**src/rtl/core/ihex_pkg.sv**
```systemverilog
// Shared types, codes and helpers of the Intel HEX record parser.
// Depends on nothing; used by intel_hex_record_parser.
`default_nettype none

package ihex_pkg;

  // Parser phase within a line (plain 3-bit state vector)
  localparam logic [2:0] PH_WAIT   = 3'd0;
  localparam logic [2:0] PH_LEN    = 3'd1;
  localparam logic [2:0] PH_OFFSET = 3'd2;
  localparam logic [2:0] PH_TYPE   = 3'd3;
  localparam logic [2:0] PH_DATA   = 3'd4;
  localparam logic [2:0] PH_CKSUM  = 3'd5;
  localparam logic [2:0] PH_TRAIL  = 3'd6;

  // Result kinds
  localparam logic [1:0] K_BYTE  = 2'd0;
  localparam logic [1:0] K_REC   = 2'd1;
  localparam logic [1:0] K_FINAL = 2'd2;

  // Status codes
  localparam logic [3:0] ST_OK        = 4'd0;
  localparam logic [3:0] ST_EOF_REC   = 4'd1;
  localparam logic [3:0] ST_SHORT     = 4'd2;
  localparam logic [3:0] ST_NO_COLON  = 4'd3;
  localparam logic [3:0] ST_LENGTH    = 4'd4;
  localparam logic [3:0] ST_CKSUM     = 4'd5;
  localparam logic [3:0] ST_DATA_GAP  = 4'd6;
  localparam logic [3:0] ST_SEG_GAP   = 4'd7;
  localparam logic [3:0] ST_LIN_GAP   = 4'd8;
  localparam logic [3:0] ST_TYPE03    = 4'd9;
  localparam logic [3:0] ST_UNKNOWN   = 4'd10;
  localparam logic [3:0] ST_NO_EOF    = 4'd11;
  localparam logic [3:0] ST_BAD_DIGIT = 4'd12;

  // Record types
  localparam logic [7:0] RT_DATA    = 8'h00;
  localparam logic [7:0] RT_EOF     = 8'h01;
  localparam logic [7:0] RT_SEG     = 8'h02;
  localparam logic [7:0] RT_SEG_ST  = 8'h03;
  localparam logic [7:0] RT_LIN     = 8'h04;
  localparam logic [7:0] RT_LIN_ST  = 8'h05;

  // Characters with a meaning of their own
  localparam logic [7:0] CH_COLON = 8'h3A;
  localparam logic [7:0] CH_CR    = 8'h0D;
  localparam logic [7:0] CH_LF    = 8'h0A;

  // Output queue depth
  localparam int unsigned OutDepth = 4;

  // One result item
  typedef struct packed {
    logic [1:0]  kind;
    logic [7:0]  data_byte;
    logic [31:0] address;
    logic [3:0]  status;
    logic [31:0] line_number;
    logic [31:0] start_address;
    logic [31:0] image_base;
    logic [31:0] image_length;
    logic        last;
  } res_t;

  // Decode one hex digit; bit 4 set means the character is not a hex digit.
  function automatic logic [4:0] hex_decode(input logic [7:0] c);
    logic [4:0] r;
    r = 5'h10;
    case (c) inside
      [8'h30:8'h39]:               r = {1'b0, c[3:0]};
      [8'h41:8'h46], [8'h61:8'h66]: r = {1'b0, c[3:0] + 4'd9};
      default:                     r = 5'h10;
    endcase
    return r;
  endfunction

endpackage

`default_nettype wire

```
**src/rtl/core/intel_hex_record_parser.sv**
```systemverilog
// Intel HEX record parser: character stream in, data bytes and statuses out.
// Depends on ihex_pkg.
`default_nettype none

// Usage:
// The slave channel takes one text character per transaction in tdata; tlast
// high marks end of stream, which closes a partial line and reports the final
// status (tdata is then ignored). Each accepted character is parsed in the
// cycle it is accepted and gives zero, one or two result transactions on the
// master channel: tuser holds the kind (data byte, record status, final
// status), tdata the byte, its address, the status, line number, start
// address, image base and image length; tlast marks the last result of the
// character. A data byte is tentative until the record status that follows
// it reads zero.
// Results are registered into the output queue on acceptance. Throughput is
// one character per cycle while tready is high; an end of stream that closes
// a partial line yields two results.
// Results go through a four-entry output queue; tready on the slave side is
// high while at most two entries are held, so a stalled receiver backs up
// into the input once more than two entries are held, and nothing is lost.
// Reset clears the parser to wait for a start code with status "no eof".
module intel_hex_record_parser
  import ihex_pkg::*;
(
  input  wire logic         clk_i,
  input  wire logic         rst_ni,
  input  wire logic         s_axis_tvalid_i,
  output logic              s_axis_tready_o,
  input  wire logic [7:0]   s_axis_tdata_i,   // [7:0] character
  input  wire logic         s_axis_tlast_i,   // end_of_file
  output logic              m_axis_tvalid_o,
  input  wire logic         m_axis_tready_i,
  // [7:0] data_byte, [39:8] address, [43:40] status, [75:44] line_number,
  // [107:76] start_address, [139:108] image_base, [171:140] image_length,
  // [175:172] zero
  output logic [175:0]      m_axis_tdata_o,
  output logic [1:0]        m_axis_tuser_o,   // [1:0] kind
  output logic              m_axis_tlast_o    // last
);

  localparam int unsigned PtrW = $clog2(OutDepth);
  localparam int unsigned CntW = $clog2(OutDepth + 1);

  // Parser state
  logic [2:0]  phase_q, phase_d;
  logic [8:0]  nib_q, nib_d;
  logic [7:0]  len_q, len_d;
  logic [15:0] off_q, off_d;
  logic [7:0]  rtype_q, rtype_d;
  logic [7:0]  csum_q, csum_d;
  logic [7:0]  asm_q, asm_d;
  logic [31:0] payload_q, payload_d;
  logic [31:0] base_q, base_d;
  logic [31:0] count_q, count_d;
  logic [31:0] start_q, start_d;
  logic [31:0] line_q, line_d;
  logic [3:0]  sticky_q, sticky_d;
  logic        stopped_q, stopped_d;

  // Output queue
  res_t            fifo_q [OutDepth];
  logic [PtrW-1:0] wr_q, rd_q;
  logic [CntW-1:0] cnt_q;

  logic       in_acc, out_pop;
  res_t       r0, r1;
  logic [1:0] n_push;

  assign in_acc  = s_axis_tvalid_i && s_axis_tready_o;
  assign out_pop = m_axis_tvalid_o && m_axis_tready_i;

  // Per-character parse step
  always_comb begin
    logic [4:0]  hv;
    logic [7:0]  b;
    logic [8:0]  nib_new;
    logic [7:0]  idx;
    logic [31:0] sum_bc;
    logic [31:0] nb;
    logic [3:0]  code;
    logic [3:0]  st;
    logic [7:0]  csum_new;

    phase_d   = phase_q;
    nib_d     = nib_q;
    len_d     = len_q;
    off_d     = off_q;
    rtype_d   = rtype_q;
    csum_d    = csum_q;
    asm_d     = asm_q;
    payload_d = payload_q;
    base_d    = base_q;
    count_d   = count_q;
    start_d   = start_q;
    line_d    = line_q;
    sticky_d  = sticky_q;
    stopped_d = stopped_q;
    r0        = '0;
    r1        = '0;
    n_push    = 2'd0;

    hv       = hex_decode(s_axis_tdata_i);
    b        = {asm_q[3:0], hv[3:0]};
    nib_new  = nib_q + 9'd1;
    idx      = nib_new[8:1] - 8'd1;
    sum_bc   = base_q + count_q;
    nb       = '0;
    code     = ST_OK;
    st       = ST_OK;
    csum_new = csum_q + b;

    if (in_acc) begin
      if (s_axis_tlast_i) begin
        // End of stream: close a partial line, then the final status
        if (!stopped_q && phase_q != PH_WAIT && phase_q != PH_TRAIL) begin
          code      = (phase_q <= PH_TYPE) ? ST_SHORT : ST_LENGTH;
          sticky_d  = code;
          r0.kind   = K_REC;
          r0.status = code;
          r1.kind   = K_FINAL;
          r1.status = code;
          n_push    = 2'd2;
        end else begin
          r0.kind   = K_FINAL;
          r0.status = sticky_q;
          n_push    = 2'd1;
        end
        stopped_d = 1'b1;
        phase_d   = PH_WAIT;
      end else if (!stopped_q && s_axis_tdata_i != CH_CR) begin
        if (phase_q == PH_WAIT) begin
          // Start of a line
          line_d = line_q + 32'd1;
          if (s_axis_tdata_i == CH_COLON) begin
            phase_d   = PH_LEN;
            nib_d     = '0;
            len_d     = '0;
            off_d     = '0;
            rtype_d   = '0;
            csum_d    = '0;
            asm_d     = '0;
            payload_d = '0;
          end else begin
            code = (s_axis_tdata_i == CH_LF) ? ST_SHORT : ST_NO_COLON;
          end
        end else if (phase_q == PH_TRAIL) begin
          if (s_axis_tdata_i == CH_LF) begin
            phase_d = PH_WAIT;
          end
        end else if (s_axis_tdata_i == CH_LF) begin
          code = (phase_q <= PH_TYPE) ? ST_SHORT : ST_LENGTH;
        end else if (hv[4]) begin
          code = ST_BAD_DIGIT;
        end else begin
          // A hex digit; every second one completes a byte
          asm_d = b;
          nib_d = nib_new;
          if (!nib_new[0]) begin
            csum_d = csum_new;
            case (phase_q)
              PH_LEN: begin
                len_d   = b;
                phase_d = PH_OFFSET;
                nib_d   = '0;
              end
              PH_OFFSET: begin
                off_d = {off_q[7:0], b};
                if (nib_new >= 9'd4) begin
                  phase_d = PH_TYPE;
                  nib_d   = '0;
                end
              end
              PH_TYPE: begin
                rtype_d = b;
                phase_d = (len_q != 8'd0) ? PH_DATA : PH_CKSUM;
                nib_d   = '0;
              end
              PH_DATA: begin
                // The first four payload bytes fill the word from the top
                if (idx < 8'd4) begin
                  case (idx[1:0])
                    2'd0:    payload_d[31:24] = payload_q[31:24] | b;
                    2'd1:    payload_d[23:16] = payload_q[23:16] | b;
                    2'd2:    payload_d[15:8]  = payload_q[15:8] | b;
                    default: payload_d[7:0]   = payload_q[7:0] | b;
                  endcase
                end
                if (rtype_q == RT_DATA) begin
                  r0.kind      = K_BYTE;
                  r0.data_byte = b;
                  r0.address   = base_q + ((count_q == 32'd0) ? {16'd0, off_q} : count_q)
                                 + {24'd0, idx};
                  n_push       = 2'd1;
                end
                if (nib_new >= {len_q, 1'b0}) begin
                  phase_d = PH_CKSUM;
                  nib_d   = '0;
                end
              end
              default: begin
                // Checksum byte: close the record
                if (csum_new != 8'd0) begin
                  st = ST_CKSUM;
                end else begin
                  case (rtype_q)
                    RT_DATA: begin
                      if (count_q == 32'd0) begin
                        base_d = base_q + {16'd0, off_q};
                      end else if (sum_bc[15:0] != off_q) begin
                        st = ST_DATA_GAP;
                      end
                      if (st == ST_OK) begin
                        count_d = count_q + {24'd0, len_q};
                      end
                    end
                    RT_EOF: st = ST_EOF_REC;
                    RT_SEG: begin
                      nb = {12'd0, payload_q[31:16], 4'd0};
                      if (count_q != 32'd0) begin
                        if (nb != sum_bc) st = ST_SEG_GAP;
                      end else begin
                        base_d = {nb[31:4], base_q[3:0]};
                      end
                    end
                    RT_SEG_ST: st = ST_TYPE03;
                    RT_LIN: begin
                      nb = {payload_q[31:16], 16'd0};
                      if (count_q != 32'd0) begin
                        if (nb != sum_bc) st = ST_LIN_GAP;
                      end else begin
                        base_d = {nb[31:16], base_q[15:0]};
                      end
                    end
                    RT_LIN_ST: start_d = payload_q;
                    default:   st = ST_UNKNOWN;
                  endcase
                end
                nib_d = '0;
                if (st != ST_OK) begin
                  sticky_d  = st;
                  stopped_d = 1'b1;
                  phase_d   = PH_WAIT;
                end else begin
                  phase_d = PH_TRAIL;
                end
                r0.kind   = K_REC;
                r0.status = st;
                n_push    = 2'd1;
              end
            endcase
          end
        end

        // Line-level error: stop with a record status
        if (code != ST_OK) begin
          sticky_d  = code;
          stopped_d = 1'b1;
          phase_d   = PH_WAIT;
          r0.kind   = K_REC;
          r0.status = code;
          n_push    = 2'd1;
        end
      end
    end

    // Every result carries the updated image registers
    r0.line_number   = line_d;
    r0.start_address = start_d;
    r0.image_base    = base_d;
    r0.image_length  = count_d;
    r1.line_number   = line_d;
    r1.start_address = start_d;
    r1.image_base    = base_d;
    r1.image_length  = count_d;
    r0.last          = (n_push == 2'd1);
    r1.last          = 1'b1;
  end

  // Parser state registers
  always_ff @(posedge clk_i or negedge rst_ni) begin
    if (!rst_ni) begin
      phase_q   <= PH_WAIT;
      nib_q     <= '0;
      len_q     <= '0;
      off_q     <= '0;
      rtype_q   <= '0;
      csum_q    <= '0;
      asm_q     <= '0;
      payload_q <= '0;
      base_q    <= '0;
      count_q   <= '0;
      start_q   <= '0;
      line_q    <= '0;
      sticky_q  <= ST_NO_EOF;
      stopped_q <= 1'b0;
    end else begin
      phase_q   <= phase_d;
      nib_q     <= nib_d;
      len_q     <= len_d;
      off_q     <= off_d;
      rtype_q   <= rtype_d;
      csum_q    <= csum_d;
      asm_q     <= asm_d;
      payload_q <= payload_d;
      base_q    <= base_d;
      count_q   <= count_d;
      start_q   <= start_d;
      line_q    <= line_d;
      sticky_q  <= sticky_d;
      stopped_q <= stopped_d;
    end
  end

  // Output queue pointers and fill level
  always_ff @(posedge clk_i or negedge rst_ni) begin
    if (!rst_ni) begin
      wr_q  <= '0;
      rd_q  <= '0;
      cnt_q <= '0;
    end else begin
      wr_q  <= wr_q + PtrW'(n_push);
      rd_q  <= rd_q + PtrW'(out_pop);
      cnt_q <= cnt_q + CntW'(n_push) - CntW'(out_pop);
    end
  end

  // Output queue entries
  always_ff @(posedge clk_i) begin
    if (n_push != 2'd0) begin
      fifo_q[wr_q] <= r0;
    end
    if (n_push == 2'd2) begin
      fifo_q[wr_q + PtrW'(1)] <= r1;
    end
  end

  // Room for a two-result transaction keeps the input open
  assign s_axis_tready_o = (cnt_q <= CntW'(OutDepth - 2));
  assign m_axis_tvalid_o = (cnt_q != '0);

  // Head of the queue onto the master channel
  always_comb begin
    res_t head;
    head            = fifo_q[rd_q];
    m_axis_tdata_o  = {4'd0, head.image_length, head.image_base, head.start_address,
                       head.line_number, head.status, head.address, head.data_byte};
    m_axis_tuser_o  = head.kind;
    m_axis_tlast_o  = head.last;
  end

endmodule

`default_nettype wire

```
**config.mk**
```make
export PLATFORM = sky130hd
export DESIGN_NAME = intel_hex_record_parser
export DESIGN_NICKNAME = d
export VERILOG_FILES = /design/src/rtl/core/ihex_pkg.sv /design/src/rtl/core/intel_hex_record_parser.sv
export SDC_FILE = /design/constraint.sdc
export NUM_CORES = 2
export LEC_CHECK = 0
export BUFFER_PORTS_ARGS = -buffer_cell sky130_fd_sc_hd__clkbuf_2
export CAP_MARGIN = 20
export CORE_MARGIN = 5
export CORE_UTILIZATION = 50
export DETAILED_ROUTE_END_ITERATION = 6
export GPL_TIMING_DRIVEN = 1
export PLACE_DENSITY = 0.69
export SLEW_MARGIN = 20
export SYNTH_ARGS = -nofsm -noshare
export SYNTH_HDL_FRONTEND = slang
export SYNTH_SLANG_ARGS = --single-unit
```
**constraint.sdc**
```tcl
create_clock -name clk_i -period 5.5 [get_ports clk_i]
set_clock_uncertainty 0.05 [all_clocks]
set_input_delay 1.65 -clock clk_i [delete_from_list [all_inputs] [get_ports clk_i]]
set_output_delay 1.65 -clock clk_i [all_outputs]
set_load 0.01 [all_outputs]
```
# Yosys cells after proc, flatten, opt, wreduce, memory -nomap -nowiden
# Memories as Yosys holds them, arrays and structs flattened.
# Index checks and enable logic that the tools add are counted.
# totals
reg_bits	228
ramBits	700
inputBits	13
out_inout_bits	181
elab_cells	346
memories	1
# op_classes
add_sub_neg	15
magnitude_cmp	11
eq_ne	40
n_mux	207
n_bitwise	5
reduce_logical	47
# mem_list
memory	depth	word_bits	read_ports	rd_clocked_by_memory_dff	write_ports	line_no	rtl
fifo_q	4	175	1	0	2	intel_hex_record_parser.sv:61	res_t fifo_q [OutDepth];
# op_table
cell	count
$mux 32	49
$mux 46	7
$mux 4	48
$mux 8	22
$mux 40	3
$mux 16	7
$pmux 32 s3	1
$mux 9	8
$add 32x32->32	2
$add 32x8->32	2
$mux 3	21
$reduce_and 9->1	5
$reduce_and 11->1	4
$add 32x1->32 const B	1
$add 32x16->32	1
$logic_not 32->1	1
$ne 20x32->1	1
$ne 32x32->1	1
$or 8x8->8	4
$reduce_bool 32->1	1
$pmux 4 s6	1
$mux 1	23
$mux 2	11
$reduce_bool 2->1	10
other kinds (59)	91

# Longest topological paths before layout
# logic_depth
depth_word	39
depth_mapped	23
mapped_depth_nobuf	21

# Least setup slack after synthesis
# No wires, ideal clock.
# synth_timing
path_type	in2reg
startpoint	input port s_axis_tdata_i[1]
endpoint	memory fifo_q[0][100] in the netlist's numbering (enable)
setup_time_ps	484
arrival_ps	6442
required_ps	4966
setup_slack_ps	-1476
cell_stages	12
path_buffers	0
cell_sequence	inv_1 ha_1 o311ai_0 nand2b_1 o21ai_0 nor2_1 a221o_1 inv_1 nor2_1 nor3_1 nor2_1 inv_1
# synth_lines
item	line_no	rtl
from (decl)	intel_hex_record_parser.sv:29	input wire logic [7:0] s_axis_tdata_i,
to (decl)	intel_hex_record_parser.sv:61	

==> flow_metrics.py <==
metrics = {
    "status": {
        "status": "completed",
    },
    "timing": {
        "tightest_slew_ps": 1040,
        "max_freq_mhz": 190,
        "tns_ps": 0,
        "fin_crit_sh_pct": 95.7,
        "slew_headroom_pct": 30.1,
        "setup_slack_ps": 235,
        "maxSlewViolCount": 0,
        "setup_viol": 0,
        "holdWs_ps": 402,
        "hold_violations": 0,
        "post-route-min-period_ps": 5270,
    },
    "clock_tree": {
        "cts.htree.levels": 3,
        "cts_buffer_depth": 3,
        "cts_tree": "built",
        "clkTransAtPathRegs_ps": 60,
        "root_buffer": "clkbuf_16",
        "cts_buffers": 97,
        "cts_sinks": 928,
        "insertion_delay_ps": 690,
    },
    "setup_path": {
        "slowest_stage": "fa_1",
        "reg2reg_from": "count_q[15]$_DFF_PN0_",
        "max_stage_delay_ps": 520,
        "critPathLaunchType": "flip-flop",
        "crit_start": "count_q[15]$_DFF_PN0_",
        "endpoint_kind": "flip-flop",
        "required_ps": 6030,
        "worst_path_most_repeated_cell": "buf_4",
        "critPathKind": "flip-flop to flip-flop",
        "path_max_fanout": 7,
        "crit_arrival_ps": 5790,
    },
    "logic_synthesis": {
        "synth_edf_count": 524,
        "seq_area_frac_synth_pct": 54.0,
        "synthArstFlopShare_pct": 24.6,
        "synth_most_common_cell": "nor2_1",
        "syn_area_per_cell_um2": 11.2,
        "synth.distinct_cells": 103,
        "synthTopCellsByArea": "edfxtp_1, dfrtp_1, mux4_2",
        "synth_top_area_share_pct": 34.0,
        "syn_inst": 4114,
        "synth_commonest_cells": "nor2_1, edfxtp_1, o21ai_0",
        "synth_top_flop_cell": "edfxtp_1",
        "netlist_area_um2": 46200,
        "yosysWarnings": 0,
        "ys_ff_latch": 928,
        "synth.largest_area_cell": "edfxtp_1",
    },
    "die": {
        "core.rowCount": 111,
        "die-width_um": 314,
        "dieArea_um2": 98700,
        "die_h_um": 314,
        "coreArea_um2": 91800,
        "io-pin-count": 194,
        "initial_core_util_pct": 50.4,
    },
    "job": {
        "cap_violations": 0,
    },
    "placement": {
        "io_buffers": 189,
        "post_dp_cell_area_um2": 51500,
        "pre_cts_slack_ps": -504,
        "hpwl_um": 95500,
        "gp_congestion": 1.06,
    },
    "layout": {
        "final_area_um2": 55000,
        "area_delta_synth_final_pct": 19.0,
        "layout.nets": 4717,
        "drive_above_1_share_pct": 22.4,
    },
    "pwr": {
        "peakVddDrop_uv": 286,
        "powerDensity_nw_per_um2": 342,
        "cellLeakagePower_nw": 21.4,
    },
    "route": {
        "route.detailed.drc": 0,
        "num_vias": 34864,
        "wirelength_um": 136000,
        "avgViaCountPerCell": 5.93,
        "routedWlPerCell_um": 23.2,
        "drt-pass1-iter-count": 6,
        "ant_nets": 0,
        "wl_met1_um": 54900,
        "wl_met2_um": 63800,
        "routed.top_layer": "met4",
        "drt-initial-drc-count": 3752,
        "dr_wl_met3_um": 12200,
    },
    "global_route": {
        "grt_use_total_pct": 27.2,
        "antenna_found_initial": 1,
        "grt_max_degree": 87,
        "grt_pass1_vias": 34360,
        "grt_pass1_wl_um": 208000,
        "gr-total-overflow": 0,
    },
    "hold_path": {
        "hp-class": "flip-flop to flip-flop",
        "hold_start": "fifo_q[0][157]$_SDFFE_PP0P_",
    },
}
==> critical path, delay by kind of cell, from the launching register on <==
kind                       cells  cell delay (ps)
and+or+nand+nor                4              620
buffers and inverters          8             1160
DFF                            1              390
AOI/OAI and AO/OA             11             1940
adders and majority gates      2              810
xor gates and xnor gates       1              160
==> final cells by class <==
type	count	area, µm²
clock inverters	46	449
diodes	3	7.51
inverters	221	847
clock buffers	135	2740
repair buffers	586	4420
well taps	1243	1560
flip-flops and latches	928	25000
fillers	7398	36800
multi-input cells	2718	20000
==> sequential cells by signal, summed over array words and instances (netlist names) <==
register	flops
csum_q	8
rtype_q	8
asm_q	4
rd_q	2
len_q	8
sticky_q	4
count_q	32
fifo_q	700
line_q	32
wr_q	2
off_q	16
payload_q	32
cnt_q	3
phase_q	3
start_q	32
base_q	32
nib_q	9
stopped_q	1
==> cell families after synthesis <==
family / count (synthesis) / share of synthesized area [%]
multiplexers: 234 / 9.81
AND/OR/NAND/NOR: 1392 / 13.7
adder cells (fa/ha/maj): 153 / 4.36
XOR/XNOR: 175 / 3.59
buffers and inverters: 471 / 3.89
other: 1 / 0.00811
flip-flops: 928 / 54.0
AO/OA/AOI/OAI: 760 / 10.7
==> cells in the final DEF (no fill, tap or decap), types with 15 or more instances in the layout <==
cell type	count
xnor2_1	78
clkbuf_16	100
a21o_1	49
nor2_1	672
o21ai_0	230
ha_1	133
o21a_1	19
and3_1	43
clkbuf_2	188
clkbuf_1	24
edfxtp_1	524
buf_4	358
nor2b_1	15
and2_1	29
a22o_1	67
nand2b_1	20
mux4_2	175
inv_1	209
a21oi_1	171
nand2_1	217
buf_12	38
nand3_1	175
xor2_1	80
dfrtp_1	223
mux2i_1	55
nor4_1	29
nand4_1	36
nor3_1	40
dfxtp_1	176
==> routing by layer <==
| metal | GRT usage, % | up-vias |
|---|---|---|
| met5 | 0 | - |
| met4 | 10.1 | 0 |
| met3 | 5.57 | 250 |
| met2 | 43.7 | 1496 |
| met1 | 37.0 | 17266 |
| li1 | - | 15852 |
==> metrics by stage <==
step,std cells,total power (W),utilization (%)
finish,5880,0.0188,59.9
global route,5877,0.0195,59.9
CTS,5870,0.0189,59.6
detailed placement,5686,0.0124,56.0
global placement,5686,0.0124,56.0
floorplan,4117,0.0107,-
==> path summary, 6_finish.rpt <==
check,to,slack (ps),cells after the start
max reg2reg,fifo_q[0][163]$_SDFFE_PP0P_,230,26
max in group asynchronous,line_q[0]$_DFF_PN0_,3430,2
min,fifo_q[0][157]$_SDFFE_PP0P_,400,2
min reg2reg,fifo_q[0][157]$_SDFFE_PP0P_,400,2
max,fifo_q[0][163]$_SDFFE_PP0P_,230,26
min in group asynchronous,line_q[28]$_DFF_PN0_,870,1
==> report_power, final <==
part	internal (W)	leakage, nW	switching, W	total, W
sequential	0.00781	8.72	0.000347	0.00815
combinational	0.00179	11.1	0.00234	0.00413
clock	0.00371	1.55	0.00280	0.00652
total	0.0133	21.4	0.00549	0.0188
==> timing repair <==
item	4_1_cts	5_1_grt
resized for setup	18	44
setup buffers	3	7
setup endpoints to repair	36	117
hold endpoints to repair	0	0
pin swaps	4	25
hold buffers	0	0
Note: power is estimated with default switching activity, not from simulation.
